[config.mk]
export PLATFORM = sky130hd
export DESIGN_NAME = urb_ring_mem
export DESIGN_NICKNAME = d
export VERILOG_FILES = /design/src/rtl/urb_ring_mem.sv
export SDC_FILE = /design/constraint.sdc
export NUM_CORES = 2
export LEC_CHECK = 0
export BUFFER_PORTS_ARGS = -buffer_cell sky130_fd_sc_hd__buf_2
export CORE_MARGIN = 10
export CORE_UTILIZATION = 45
export CTS_CLUSTER_SIZE = 28
export DETAILED_ROUTE_END_ITERATION = 10
export HOLD_SLACK_MARGIN = 0.08
export PLACE_DENSITY_LB_ADDON = 0.3
export SYNTH_ARGS = -nofsm -noshare
export SYNTH_HDL_FRONTEND = slang
export SYNTH_SLANG_ARGS = --single-unit
[constraint.sdc]
create_clock -name clk -period 2.4 [get_ports clk]
set_input_delay 0.12 -clock clk [delete_from_list [all_inputs] [get_ports clk]]
set_output_delay 0.12 -clock clk [all_outputs]
set_load 0.1 [all_outputs]
[src/rtl/urb_ring_mem.sv]
// Synchronous byte memory holding one ring, one write and one read port.
module urb_ring_mem #(
    parameter int DEPTH = 256,
    parameter int AW    = $clog2(DEPTH)
) (
    input  logic          clk,
    input  logic          wr_en,
    input  logic [AW-1:0] wr_addr,
    input  logic [7:0]    wr_data,
    input  logic          rd_en,
    input  logic [AW-1:0] rd_addr,
    output logic [7:0]    rd_data
);

    logic [7:0] mem [DEPTH];
    logic [7:0] rd_data_reg;

    // Write port.
    always_ff @(posedge clk)
    begin
        if (wr_en)
        begin
            mem[wr_addr] <= wr_data;
        end
    end

    // Registered read port.
    always_ff @(posedge clk)
    begin
        if (rd_en)
        begin
            rd_data_reg <= mem[rd_addr];
        end
    end

    assign rd_data = rd_data_reg;

endmodule

; ---- Yosys cells after proc, flatten, opt, wreduce, memory -nomap -nowiden
; Memory sizes are Yosys's and may differ from the RTL's. A register that Yosys moved wholly into a read port is not among the register bits.
; Index checks and enable logic that the tools add are counted.
[classes]
mux = 2
[ops]
columns = operator, count
row1 = $mux W1, 2
[word_totals]
regBits = 0
ram_bits = 2048
out_inout_bits = 8
mem_count = 1
[mem_list]
columns = memory, depth, word_bits, read_ports, rd_ports_with_merged_regs, wr, line
row1 = mem, 256, 8, 1, 1, 1, 15  ; logic [7:0] mem [DEPTH];

; ---- Longest topological paths before layout
[logic_depth]
depth_word = 2
depth_mapped = 11

; ---- Least setup slack after synthesis
; Ideal clock, no wire load.
[synth_path]
path_type = input-to-reg
startpoint = input port rd_addr[0]
endpoint = register rd_data_reg[2], in the netlist rd_data[2] (read register of mem) (data pin)
setup_ns = 0.269
t_arrival_ns = 1.927
path_slack_ns = 0.204
stages = 9
n_path_buf = 4
cell_sequence = buf_6 buf_12 buf_8 buf_2 mux4_2 a22oi_1 a21oi_1 nor4_1 nor4_2
[synth_rtl]
columns = item, line
row1 = "start, declared", 11  ; input logic [AW-1:0] rd_addr,
row2 = "end, declared", 16  ; logic [7:0] rd_data_reg;

==> impl_metrics.toml <==
[floorplan]
core_sq_mm = 0.176
dieArea_sq_mm = 0.194
pin_count = 35
rows = 154
die_x_um = 441
floorplan.initialDensity_pct = 45.2
fp.dieH_um = 441

[placement]
gp_congestion = 0.872
dp_hpwl_um = 133000
portBuffers = 34

[detailed_routing]
wl_per_cell_um = 29.4
met3WireLength_um = 17400
drc_errors = 0
dr_wl_met2_um = 97800
top_layer = "met5"
wl_um = 203000
firstDrtPassIters = 6
viasPerCell = 5.92
met1_length_um = 82000
drtIter0Drc = 5053
dr_total_vias = 40888
ant_nets = 0

[setup_path]
worst-r2r-setup-slack_ns = 0.03
critPathArrivalTime_ns = 2.96
worst_ep_required_time_ns = 2.99
cp-end-kind = "flop"
startpoint_type = "flop"
crit_fanout = 1
worstSetupPathType = "reg2reg"

[yosys]
synthMuxAreaShare_pct = 14.6
synth_top_cell_area_share_pct = 77.5
ys.flop_type = "edfxtp_1"
synth-seq-cells = 2056
yosys_warnings = 0
synth_commonest_cells = "edfxtp_1 (2056), mux4_2 (454), nor2_1 (282)"
synth.net_count = 3760
synth_top_family_by_area = "multiplexers"
synth-edff-count = 2056
synth_area_per_cell_sq_um = 21.3
synthSimpleGateAreaFrac_pct = 2.63
synth_xor_area_share_pct = 0
yosysUniqueCellTypes = 54
seq_area_frac_synth_pct = 77.5
async_reset_ff_share_pct = 0
synth_largest_area_cell = "edfxtp_1"
netlist_area_sq_mm = 0.0796
synth_most_common_cell = "edfxtp_1"
synth_compound_area_share_pct = 3.42
synth_fa_ha_area_share_pct = 0
synth_area_leaders = "edfxtp_1 (78%), mux4_2 (13%), mux2i_1 (1.7%)"
synth_cells = 3733

[pwr]
power.leakage_nw = 30.3
total_power_mw = 75.4
peakVddDrop_uv = 631
power_density_mw_per_mm2 = 802

[final_layout]
nets = 4422
syn_to_final_growth_pct = 18.2
largest_reg_flops = 2048
final_util_pct = 53.4
regArea_sq_mm = 0.0617
drive_gt1_share_pct = 32.4
fill_cells = 13442
multi_input_area_sq_mm = 0.0168

[clock_network]
cts_tree = "built"
clockRootBuffer = "clkbuf_16"
clk_pin_slew_worst_paths_ns = 0.06
cts.sinks = 2056
numCtsBuffers = 201
clk_latency_ns = 0.85
cts_buffer_depth = 3
htreeDepth = 4

[sta]
fmax_mhz = 422
rsz0062_at_grt = "no"
finalHoldViolCount = 0
fin_skew_ns = 0.0411
slew_violations = 0
finalSetupViolCount = 0
holdWs_ns = 0.154
post-route-min-period_ns = 2.37
worst_pin_slew_ns = 0.771
period_share_pct = 98.7
maxSlewHeadroom_pct = 48.6

[job]
maxCapViolCount = 0

[grt]
grt_max_degree = 105
gr-usage-all-layers_pct = 20.8
grt_pass1_wl_um = 295000
first_global_vias = 41217
antenna_found_initial = 7
overflow = 0

[worst_hold_path]
hold_path.class = "in2reg"

[status]
status = "finished, final reports clean"
==> worst max-delay path, stage by stage (launching register included) <==
cell and delay (ns):
edfxtp_1 0.36, mux4_2 0.47, o211ai_1 0.31, nand3_1 0.19, nor4_1 0.45, buf_4 0.27
nor4_2 0.07
==> placed cells by master (no fill, tap or decap), types with 5 or more instances in the layout <==
cell,synthesis,layout
nor3_1,22,16
nor2_1,282,274
nand2_1,33,33
nor2b_1,31,27
dlygate4sd3_1,0,18
buf_4,27,579
nand4_1,10,10
edfxtp_1,2056,2056
a211oi_1,16,13
a22o_1,8,8
o21ai_0,10,10
buf_8,13,9
a221oi_1,13,12
nor4_1,24,11
o22ai_1,28,28
o221ai_1,46,45
o22a_1,5,5
nand2b_1,8,8
and2_1,6,6
nor4_2,3,11
o211ai_1,10,10
clkinv_1,1,52
inv_6,0,6
nor2_4,0,6
mux4_2,454,455
buf_12,8,59
a21oi_1,96,96
a22oi_1,133,132
clkbuf_1,111,29
mux2i_1,134,134
bufinv_16,0,24
nand3_2,0,6
clkbuf_16,0,203
clkinv_2,0,47
buf_2,31,22
nor4_4,0,5
nand3_1,34,28
==> worst paths after layout <==
| kind | depth (start not counted) | startpoint | endpoint |
|---|---|---|---|
| worst min-delay path | 3 | wr_addr[4] | mem[115][6] |
| worst max register to register | 6 | mem[50][7] | rd_data[7] |
| worst min register to register | 7 | mem[40][3] | rd_data[3] |
| worst max-delay path | 6 | mem[50][7] | rd_data[7] |
==> routing by layer <==
layer,track usage (%),vias up
met5,0,-
met2,33.3,1892
met3,4.06,342
met4,6.35,2
li1,-,17058
met1,29.2,21594
==> layout make-up <==
cell class              instances  share of cell area, %
clock buffers                 232                   5.51
well taps                    2340                   3.11
clock inverters               143                   1.50
diodes                          4                 0.0106
repair buffers                692                   6.42
flip-flops and latches       2056                   65.6
multi-input cells            1442                   17.8
inverters                       2                0.00798
==> power breakdown <==
part	switching (mW)	internal (mW)
clock network	13.4	18.1
logic	2.62	1.64
registers	0.0532	39.6
total	16.1	59.3
==> per-stage QoR <==
| stage | area [sq um] | cells | setup slack [ns] | TNS, ns |
|---|---|---|---|---|
| floorplan | 79600 | 3733 | 0.204 | 0 |
| global placement | 87100 | 6518 | -1.56 | -8.03 |
| detailed placement | 87100 | 6518 | -1.20 | -7.43 |
| CTS | 94000 | 6910 | -0.0588 | -0.160 |
| global route | 94100 | 6909 | 0.000198 | 0 |
| finish | 94100 | 6911 | 0.0310 | 0 |
==> kinds of logic (layout without fill, tap and decap cells) <==
logic type             Yosys count  count (layout)
buffers and inverters          235            1069
muxes                          591             591
and+or+nand+nor                466             466
other                            0               4
AOI/OAI and AO/OA              385             385
DFF                           2056            2056
==> timing repair <==
action                                  4_1_cts  5_1_grt
setup buffers                                 0        0
hold buffers                                 18        0
cloned                                        0        0
pin swaps                                     6       13
hold endpoints to repair                   1887        0
endpoints found under the setup margin        7        8
resized for setup                            24       23
(Power assumes the default switching activity.)
