### src/rtl/urb_pkg.sv
// Shared types and constants for the UART ring buffer engine.
package urb_pkg;

    // Operation codes carried in the opcode field.
    localparam logic [1:0] OP_PUT   = 2'd0;
    localparam logic [1:0] OP_GET   = 2'd1;
    localparam logic [1:0] OP_EVENT = 2'd2;
    localparam logic [1:0] OP_READ  = 2'd3;

    // Result codes.
    localparam logic [1:0] RC_OK    = 2'd0;
    localparam logic [1:0] RC_FULL  = 2'd1;
    localparam logic [1:0] RC_EMPTY = 2'd2;

    // Event counter indexes.
    localparam int NUM_CNT = 6;
    localparam logic [2:0] CNT_ORE    = 3'd0;
    localparam logic [2:0] CNT_NOISE  = 3'd1;
    localparam logic [2:0] CNT_FRAME  = 3'd2;
    localparam logic [2:0] CNT_PARITY = 3'd3;
    localparam logic [2:0] CNT_TX_OVR = 3'd4;
    localparam logic [2:0] CNT_RX_OVR = 3'd5;

    // Command beat.
    typedef struct packed {
        logic [1:0] opcode;
        logic [7:0] put_byte;
        logic [7:0] received_byte;
        logic       rx_not_empty;
        logic       tx_empty;
        logic       overrun_flag;
        logic       noise_flag;
        logic       framing_flag;
        logic       parity_flag;
        logic [2:0] counter_index;
    } in_t;

    // Result beat.
    typedef struct packed {
        logic [1:0]  result_code;
        logic [7:0]  got_byte;
        logic [7:0]  transmit_byte;
        logic        transmit_valid;
        logic        rx_flush;
        logic        tx_irq_enabled;
        logic [15:0] counter_value;
    } out_t;

    // Requests from the control logic to the counter bank.
    typedef struct packed {
        logic [NUM_CNT-1:0] inc;
        logic [2:0]         idx;
    } cnt_req_t;

    // Sequencer states.
    typedef enum logic {
        ST_IDLE,
        ST_EXEC
    } state_t;

endpackage

### src/rtl/urb_counters.sv
// Bank of six saturating 16-bit event counters with a selectable read.
module urb_counters (
    input  logic              clk,
    input  logic              rst_n,
    input  urb_pkg::cnt_req_t req,
    output logic [15:0]       value
);

    logic [15:0] cnt_reg  [urb_pkg::NUM_CNT];
    logic [15:0] cnt_next [urb_pkg::NUM_CNT];

    // Each counter steps by one when asked and stops at its maximum.
    always_comb
    begin
        for (int i = 0; i < urb_pkg::NUM_CNT; i++)
        begin
            cnt_next[i] = cnt_reg[i];
            if (req.inc[i] && (cnt_reg[i] != 16'hFFFF))
            begin
                cnt_next[i] = cnt_reg[i] + 16'd1;
            end
        end
    end

    always_ff @(posedge clk or negedge rst_n)
    begin
        if (!rst_n)
        begin
            for (int i = 0; i < urb_pkg::NUM_CNT; i++)
            begin
                cnt_reg[i] <= '0;
            end
        end
        else
        begin
            for (int i = 0; i < urb_pkg::NUM_CNT; i++)
            begin
                cnt_reg[i] <= cnt_next[i];
            end
        end
    end

    // Read select; indexes past the last counter read as zero.
    always_comb
    begin
        case (req.idx)
            urb_pkg::CNT_ORE:    value = cnt_reg[0];
            urb_pkg::CNT_NOISE:  value = cnt_reg[1];
            urb_pkg::CNT_FRAME:  value = cnt_reg[2];
            urb_pkg::CNT_PARITY: value = cnt_reg[3];
            urb_pkg::CNT_TX_OVR: value = cnt_reg[4];
            urb_pkg::CNT_RX_OVR: value = cnt_reg[5];
            default:             value = 16'd0;
        endcase
    end

endmodule

### config.mk
export PLATFORM = sky130hd
export DESIGN_NAME = urb_counters
export DESIGN_NICKNAME = d
export VERILOG_FILES = /design/src/rtl/urb_pkg.sv /design/src/rtl/urb_counters.sv
export SDC_FILE = /design/constraint.sdc
export NUM_CORES = 1
export LEC_CHECK = 0
export ABC_CLOCK_PERIOD_IN_PS = 3400
export BUFFER_PORTS_ARGS = -buffer_cell sky130_fd_sc_hd__buf_4
export CELL_PAD_IN_SITES_DETAIL_PLACEMENT = 0
export CELL_PAD_IN_SITES_GLOBAL_PLACEMENT = 1
export CORE_MARGIN = 10
export CORE_UTILIZATION = 35
export CTS_CLUSTER_DIAMETER = 30
export DETAILED_ROUTE_END_ITERATION = 6
export HOLD_SLACK_MARGIN = 0.02
export PLACE_DENSITY = 0.71
export SETUP_SLACK_MARGIN = 0.05
export SYNTH_ARGS = -nofsm -noshare
export SYNTH_HDL_FRONTEND = slang
export SYNTH_SLANG_ARGS = --single-unit
### constraint.sdc
create_clock -name clk -period 3.4 [get_ports clk]
set_input_delay 0.17 -clock clk [delete_from_list [all_inputs] [get_ports clk]]
set_output_delay 0.17 -clock clk [all_outputs]
set_load 0.02 [all_outputs]
# After elaboration in Yosys (flattened, before gate mapping)
# Cells that the tools add are included.
[classes] eq_ne=11 n_mux=1 n_reduce_logical=7 addsub=6
[op_table] op="16-bit by 1-bit adder with 16-bit output, second input constant" n=6
[op_table] op="16-bit != test, second input constant" n=6
[op_table] op="16-bit case mux with 6 select lines" n=1
[op_table] op="3-bit by 2-bit equality test with 1-bit output, second input constant" n=2
[op_table] op="3-bit equality test, second input constant" n=2
[op_table] op="1-bit logical AND" n=6
[op_table] op="3-bit by 1-bit equality test with 1-bit output, second input constant" n=1
[op_table] op="3-bit zero test" n=1
[totals] output_inout_bits=16 input_bits=11 ff_bits=96

# Logic depth before layout (Yosys ltp)
# Gate-level depths: netlist of run 1.
[logic_depth] word_depth=2 mapped_depth=6 ltp_nobuf=5

# Least setup slack after synthesis of run 1
# Ideal clock, no wire load.
[synth_path] path_kind="reg-to-reg" start="register cnt_reg[64] (netlist bit)" end="register cnt_reg[65] (netlist bit)" setup_slack_ns=1.596 path_buffers=1 arrival_time_ns=1.679 path_stages_with_launch=7 setup_ns=0.125 period_less_slack_ns=1.804 cell_sequence="dfrtp_1 > ha_1 > and3_1 > or4b_1 > buf_6 > nand2_4 > mux2_4"
[synth_between] elab_chain_cells=2 elab_cells_between_ends=3
[synth_rtl] item="start, declared" line_no="urb_counters.sv:9" text="logic [15:0] cnt_reg [urb_pkg::NUM_CNT];"
[synth_rtl] item="start signal, assigned by index" line_no="urb_counters.sv:38" text="cnt_reg[i] <= cnt_next[i];"
[synth_rtl] item="parallel branches: the longest is 2 deep, another holds 16-bit by 1-bit adder with 16-bit output"
# Several ways; the timed one is not identified.
# A chain may end at the register's enable or synchronous reset.

# Worst setup path after layout of run 1
# Ends and elaborated chain as after synthesis.

==> metrics.yaml, run 1 <==
syn-cell-area_sq_um: 5490
worstReg2RegEnd: "cnt_reg[65]"
synth_top_area_frac: 0.437
antenna_found_initial: 0
grt_overflow_total: 0
die_w_um: 145
power_density_nw_per_um2: 617
start_util: 0.359
critPathRequiredTime_ns: 3.64
finalSetupTns_ns: 0
synth_cell_types: 48
p_leak_nw: 2.69
yosys_warnings: 0
finalMaxSlewViolations: 0
grt_use_total: 0.132
worst_pin_slew_ns: 1.00
hold_class: "in -> async"
hold-worst-slack_ns: -0.0124
ant_nets: 0
setup_violations: 0
hold_viol: 18
cts_buffers: 9
status: "finished, violations left"
synth.most_common_cell: "dfrtp_1"
io_buffers: 26
arrival_ns: 2.23
nets: 580
gp_congestion: 0.866
diodes: 0
finalWorstSetupSlack_ns: 1.40
irDropWorstVdd_uv: 508
rsz0062_at_grt: "false"
num_rows: 45
crit_type: "reg -> reg"
drtPass1Iterations: 4
period_share: 0.587
cts_tree: "yes"
hpwl_um: 10400
preCtsSetupSlack_ns: 1.42
synth_seq_cells: 96
grt_pass1_vias: 4077
post_synth_inst_count: 545
fmax_mhz: 501
drive_gt1_frac: 0.121
clock_skew_ns: 0.00778
dieArea_sq_um: 21100
maxCapViolCount: 0
synth_common_cells: "dfrtp_1 (96), nand2_1 (41), xnor2_1 (40)"
violations: "negative hold slack"
drt_iter0_markers: 253
reg2reg_from: "cnt_reg[64]"
critical-path-max-stage-delay_ns: 0.61
path_max_fanout: 7
drcViolationCount: 0
postCtsSetupBuffers: 0
core_area_sq_um: 15300
clk_latency_ns: 0.35
grt_pass1_wl_um: 22500
slowest_stage: "or4b_1"
hold_buffers: 0
cp-startpoint: "cnt_reg[64]"
vias: 4212
synth-edff-count: 0
cts_resized: 0
syn-num-nets: 562
r2r.worst_path.cells: 5
synthArstFlopShare: 1.00
ctsLongestPathBuffers: 2
cp-end-kind: "flop"
clk_pin_slew_ns: 0.07
path_cells: "ha_1 -> and3_1 -> or4b_1 -> nand2_4 -> mux2_4"
h-tree-depth: 3
yosysSeqAreaShare: 0.437
synth_largest_area_cell: "dfrtp_1"
rrSetupSlack_ns: 1.40
start_kind: "flop"
routedWlPerCell_um: 17.9
routed_via_density: 5.41
die_h_um: 145
largest_register_ffs: 96
cts-root-buf: "clkbuf_16"
grt_max_degree: 78
cts.sinks: 96
wl_um: 13900
io_pins: 27
avgSynthCellArea_sq_um: 10.1
relSlewSlack: 0.333
fin_crit_ns: 2.00
synth_area_leaders: "dfrtp_1 (44%), xnor2_1 (6.4%), xor2_1 (4.6%), nand4_1 (4.1%), mux2i_1 (3.8%)"
yosys_most_used_dff: "dfrtp_1"
syn2layout_area_growth_pct: 13.6
==> through the flow <==
step	power (mW)	cells	hold slack, ns	area [sq um]	util
2_1_floorplan	2.28	545	-0.126	5490	-
3_3_place_gp	2.60	763	0.405	5870	0.383
3_5_place_dp	2.62	763	0.415	5870	0.383
4_1_cts	3.90	779	0.0262	6240	0.408
5_1_grt	4.08	779	0.0755	6240	0.408
6_report	3.85	779	-0.0124	6240	0.408
==> power by group <==
part	switching, mW	internal [mW]	total [mW]
sequential	0.386	1.38	1.77
clock	0.440	0.811	1.25
combinational	0.436	0.392	0.827
==> cell usage in the layout, fill, tap and decap left out, types with 8 or more instances in the layout <==
cell        n
mux2i_1    21
a21oi_1    22
mux2_2     13
and4_1     16
nand2_1    41
dfrtp_1    96
nand4_1    36
nor3_1     19
xnor2_1    40
nand3_1    38
inv_1       8
xor2_1     29
buf_4      27
and3_1     18
o221ai_1    9
clkbuf_16   9
nor2_1     34
==> how the worst max path moves through the flow <==
| stage | to | slack, ns | cells after the start |
|---|---|---|---|
| 2_1_floorplan | cnt_reg[65] | 1.60 | 6 |
| 3_3_place_gp | cnt_reg[65] | 1.46 | 5 |
| 3_5_place_dp | cnt_reg[65] | 1.42 | 5 |
| 4_1_cts | cnt_reg[65] | 1.40 | 5 |
| 5_1_grt | cnt_reg[65] | 1.31 | 5 |
| 6_report | cnt_reg[65] | 1.40 | 5 |
==> metal layers <==
layer | global-route usage | routed length, um | vias to the layer above | part of all wire
met4 | 0.0450 | 215 | 0 | 0.015
met5 | 0 | 0 | - | 0
met2 | 0.200 | 6380 | 74 | 0.46
met3 | 0.0248 | 433 | 13 | 0.031
li1 | - | - | 2061 | -
met1 | 0.185 | 6890 | 2064 | 0.50
==> kinds of logic (layout without fill, tap and decap cells) <==
| logic type | after synthesis | after routing | synth area share |
|---|---|---|---|
| DFF | 96 | 96 | 0.437 |
| buffers and inverters | 28 | 51 | 0.0216 |
| xor gates and xnor gates | 69 | 69 | 0.110 |
| AOI/OAI and AO/OA | 71 | 71 | 0.0913 |
| muxes | 40 | 40 | 0.0861 |
| and+or+nand+nor | 235 | 235 | 0.240 |
| adders and majority gates | 6 | 6 | 0.0137 |
==> cell type report <==
cell class,count,area (sq um)
Clock inverter,6,130
Clock buffer,10,239
Tap cell,211,264
Multi-Input combinational cell,421,2970
Timing Repair Buffer,27,203
Fill cell,1534,9070
Sequential cell,96,2400
Inverter,8,30.0
==> worst max-delay path, delay by kind of cell, from the launching register on <==
family	cells	cell delay [ns]
simple gates	3	0.94
fa+ha+maj	1	0.24
mux	1	0.30
flops	1	0.40
Note: power is estimated with default switching activity, not from simulation.
==> run 2: changes to the inputs <==
ABC_CLOCK_PERIOD_IN_PS = 1920   (was 3400)
clock period = 1.92 ns   (was 3.4 ns; I/O delays follow)
==> metrics.yaml, run 2 (synthesized netlist as in run 1, its figures left out) <==
status: "finished clean"
hpwl_um: 10900
syn2layout_area_growth_pct: 18.6
clock_skew_ns: 0.00907
clk_latency_ns: 0.35
cts_buffers: 9
critPathRequiredTime_ns: 2.15
gp_congestion: 0.853
crit_type: "reg -> reg"
antenna_found_initial: 0
period_share: 0.945
maxCapViolCount: 0
final_common_cell: "dfrtp_1"
nFillCells: 1477
slowest_stage: "or4b_1"
die_h_um: 145
cts-root-buf: "clkbuf_16"
grt_use_total: 0.135
cp.buffers_inverters: 0
setup_violations: 0
power_density_nw_per_um2: 1020
path_cells: "ha_4 -> and3_1 -> or4b_1 -> nand2_4 -> mux2_4"
nets: 611
path_max_fanout: 5
grt_max_degree: 47
fin_crit_ns: 1.82
core_area_sq_um: 15300
finalWorstSetupSlack_ns: 0.105
irDropWorstVdd_uv: 866
io_buffers: 26
rsz0062_at_grt: "true"
diodes: 0
worstHoldEndpoint: "cnt_reg[50]"
routed_via_density: 5.38
fmax_mhz: 551
drcViolationCount: 0
hold_viol: 0
wl_um: 14200
total_power_mw: 6.66
routedWlPerCell_um: 17.5
ctsLongestPathBuffers: 2
cp-end-kind: "flop"
largest_register_ffs: 96
min_path_cells: 3
critPathTopFamily: "simple AND/OR/NAND/NOR gates"
start_util: 0.359
die_w_um: 145
dieArea_sq_um: 21100
drtPass1Iterations: 4
drt_iter0_markers: 333
hold_start: "req[5]"
reg2reg_from: "cnt_reg[65]"
finalMaxSlewViolations: 0
io_pins: 27
worst_pin_slew_ns: 0.611
rrSetupSlack_ns: 0.10
worstReg2RegEnd: "cnt_reg[65]"
clk_pin_slew_ns: 0.07
final_util: 0.425
final_cell_mix: "dfrtp_1 (95), buf_4 (56), nand2_1 (41), xnor2_1 (40), nand3_1 (38)"
ant_nets: 0
cts_tree: "yes"
start_kind: "flop"
grt_overflow_total: 0
finalSetupTns_ns: 0
grt_pass1_vias: 4271
critical-path-max-stage-delay_ns: 0.51
preCtsSetupSlack_ns: 0.0580
h-tree-depth: 3
arrival_ns: 2.05
vias: 4357
grt_pass1_wl_um: 23300
final_cells: 810
hold_class: "in -> reg"
relSlewSlack: 0.587
cts.sinks: 96
placedCellCount: 792
r2r.worst_path.cells: 5
num_rows: 45
p_leak_nw: 2.81
drive_gt1_frac: 0.190
==> run 2: cell count changes in the layout (fill, tap and decap cells not counted), moves of 3 or more <==
cell / change
clkinvlp_4: +3
o221ai_1: -4
bufinv_16: -3
a21oi_2: +3
buf_4: +29
o221ai_2: +4
a21oi_1: -3
==> run 2: final cells by class <==
type / count / area (sq um) / share of cell area
Clock buffer: 10 / 239 / 0.0367
Clock inverter: 6 / 66.3 / 0.0102
Inverter: 8 / 30.0 / 0.00461
Multi-Input combinational cell: 421 / 3060 / 0.470
Sequential cell: 96 / 2400 / 0.369
Tap cell: 211 / 264 / 0.0405
Timing Repair Buffer: 58 / 450 / 0.0692
==> run 2: layer usage <==
metal	vias up	GRT usage	part of all wire
met5	-	0	0
met4	0	0.0313	0.012
met3	11	0.0304	0.034
met2	73	0.205	0.45
met1	2147	0.191	0.50
li1	2126	-	-
==> run 2: worst reg2reg max path: stages, from the launching register on <==
cell,delay (ns)
dfrtp_1,0.44
ha_4,0.18
and3_1,0.16
or4b_1,0.51
nand2_4,0.11
mux2_4,0.29
==> run 2: what timing repair did <==
item / 4_1_cts / 5_1_grt
setup buffers: 0 / 1
setup endpoints to repair: 2 / 22
hold buffers: 1 / 0
endpoints found under the hold margin: 36 / 0
resized for setup: 2 / 16
==> run 2: power by group <==
part	switching, mW	internal, mW
registers	0.627	2.45
clock network	0.792	1.05
logic	0.911	0.832
total	2.33	4.33
==> run 2: worst max path at each step <==
stage           startpoint     endpoint  slack [ns]  cells after the start
6_report       cnt_reg[65]  cnt_reg[65]        0.10                      5
5_1_grt        cnt_reg[83]  cnt_reg[95]        0.03                      4
2_1_floorplan  cnt_reg[64]  cnt_reg[65]        0.12                      6
3_5_place_dp   cnt_reg[65]  cnt_reg[65]        0.06                      5
3_3_place_gp   cnt_reg[65]  cnt_reg[65]        0.13                      5
4_1_cts        cnt_reg[70]     value[6]        0.05                      6
==> run 2: through the flow <==
step / hold WS, ns / instance area [sq um]
floorplan: -0.200 / 5490
global placement: 0.109 / 6100
detailed placement: 0.116 / 6100
CTS: 0.0356 / 6430
global route: 0.0505 / 6510
finish: 0.0408 / 6510
==> run 3: changes to the inputs <==
CORE_UTILIZATION = 45   (was 35)
PLACE_DENSITY = 0.85   (was 0.71)
==> metrics.yaml, run 3 (synthesized netlist as in run 1, its figures left out) <==
cts_tree: "yes"
cp_common_cell: "buf_4"
cp-end-kind: "output port"
dpl-instance-area_sq_um: 5990
routedWlPerCell_um: 18.7
num_rows: 40
setup_violations: 0
critPathTopFamily: "flip-flops"
cts-root-buf: "clkbuf_16"
hold_class: "in -> reg"
gp_congestion: 0.911
rsz0062_at_grt: "true"
start_kind: "flop"
critPathRequiredTime_ns: 1.82
fin_crit_ns: 1.83
fmax_mhz: 546
finalInstanceArea_sq_um: 6390
clk_pin_slew_ns: 0.06
met1Wirelength_um: 6400
drtPass1Iterations: 5
vias: 4419
largest_register_ffs: 96
cp.buffers_inverters: 2
die_w_um: 130
hold_viol: 0
start_util: 0.459
met3_length_um: 671
path_max_fanout: 6
grt_pass1_wl_um: 22500
drive_gt1_frac: 0.168
drcViolationCount: 0
ctsLongestPathBuffers: 2
final_common_cell: "dfrtp_1"
slowest_stage: "dfrtp_1"
grt_max_degree: 42
finalSetupTns_ns: 0
path_cells: "buf_4 -> mux2_2 -> a22oi_1 -> o221ai_2 -> buf_4"
preCtsSetupSlack_ns: 0.0848
irDropWorstVdd_uv: 872
finalWorstSetupSlack_ns: 0.0877
wl_um: 13900
period_share: 0.954
crit_type: "reg -> out"
cts_buffers: 9
h-tree-depth: 3
grt_pass1_vias: 4388
p_leak_nw: 2.81
routed_via_density: 5.96
die_h_um: 130
drt_iter0_markers: 279
dr_wl_met2_um: 6380
maxCapViolCount: 0
io_buffers: 26
final_cell_mix: "dfrtp_1 (96), buf_4 (52), nand2_1 (41), xnor2_1 (40), nand3_1 (38)"
syn2layout_area_growth_pct: 16.3
total_power_mw: 6.93
grt_overflow_total: 0
critical-path-max-stage-delay_ns: 0.39
io_pins: 27
arrival_ns: 1.74
core_area_sq_um: 12000
finalMaxSlewViolations: 0
status: "finished clean"
nets: 607
grt_use_total: 0.169
ant_nets: 0
dieArea_sq_um: 17000
power_density_nw_per_um2: 1080
clk_latency_ns: 0.35
clock_skew_ns: 0.00895
diodes: 0
antenna_found_initial: 0
hpwl_um: 10400
worst_pin_slew_ns: 0.570
routed.top_layer: "met4"
relSlewSlack: 0.615
cts.sinks: 96
## run 3: final timing paths
check                            start           to  slack, ns  depth (start not counted)
max reg2reg                cnt_reg[65]  cnt_reg[65]       0.11                          5
min                             req[7]  cnt_reg[18]       0.04                          3
max                         cnt_reg[4]     value[4]       0.09                          5
max in group asynchronous        rst_n   cnt_reg[2]       1.09                          3
min in group asynchronous        rst_n  cnt_reg[45]       0.21                          2
min reg2reg                cnt_reg[38]  cnt_reg[38]       0.50                          1
## run 3: per-layer routing
metal,up-vias,track usage
met5,-,0
met4,0,0.0824
met3,28,0.0298
met2,104,0.260
met1,2167,0.225
li1,2120,-
## run 3: worst min-delay path, delay by kind of cell
family | cells | cell delay (ns)
and+or+nand+nor | 1 | 0.08
buffers and inverters | 1 | 0.11
AOI/OAI and AO/OA | 1 | 0.06
## run 3: power breakdown
group / internal [mW] / total, mW / switching [mW]
Combinational: 0.809 / 1.72 / 0.915
Clock: 1.35 / 2.14 / 0.787
Sequential: 2.45 / 3.07 / 0.615
## run 3: cell type report
class | instances | area [sq um]
Clock buffer | 12 | 256
Tap cell | 147 | 184
Fill cell | 1023 | 5570
Multi-Input combinational cell | 421 | 3000
Inverter | 8 | 30.0
Clock inverter | 4 | 98.8
Sequential cell | 96 | 2400
Timing Repair Buffer | 54 | 420
## run 3: through the flow
step,cells,util,hold slack (ns)
6_report,742,0.534,0.0362
3_5_place_dp,724,0.501,0.0531
2_1_floorplan,545,-,-0.200
3_3_place_gp,724,0.501,0.0488
4_1_cts,741,0.531,0.0344
5_1_grt,742,0.534,0.0540
## run 3: timing repair
action	4_1_cts	5_1_grt
hold buffers	1	0
setup buffers	0	1
pin swaps	1	0
hold endpoints to repair	25	0
setup endpoints to repair	1	14
resized for setup	0	7
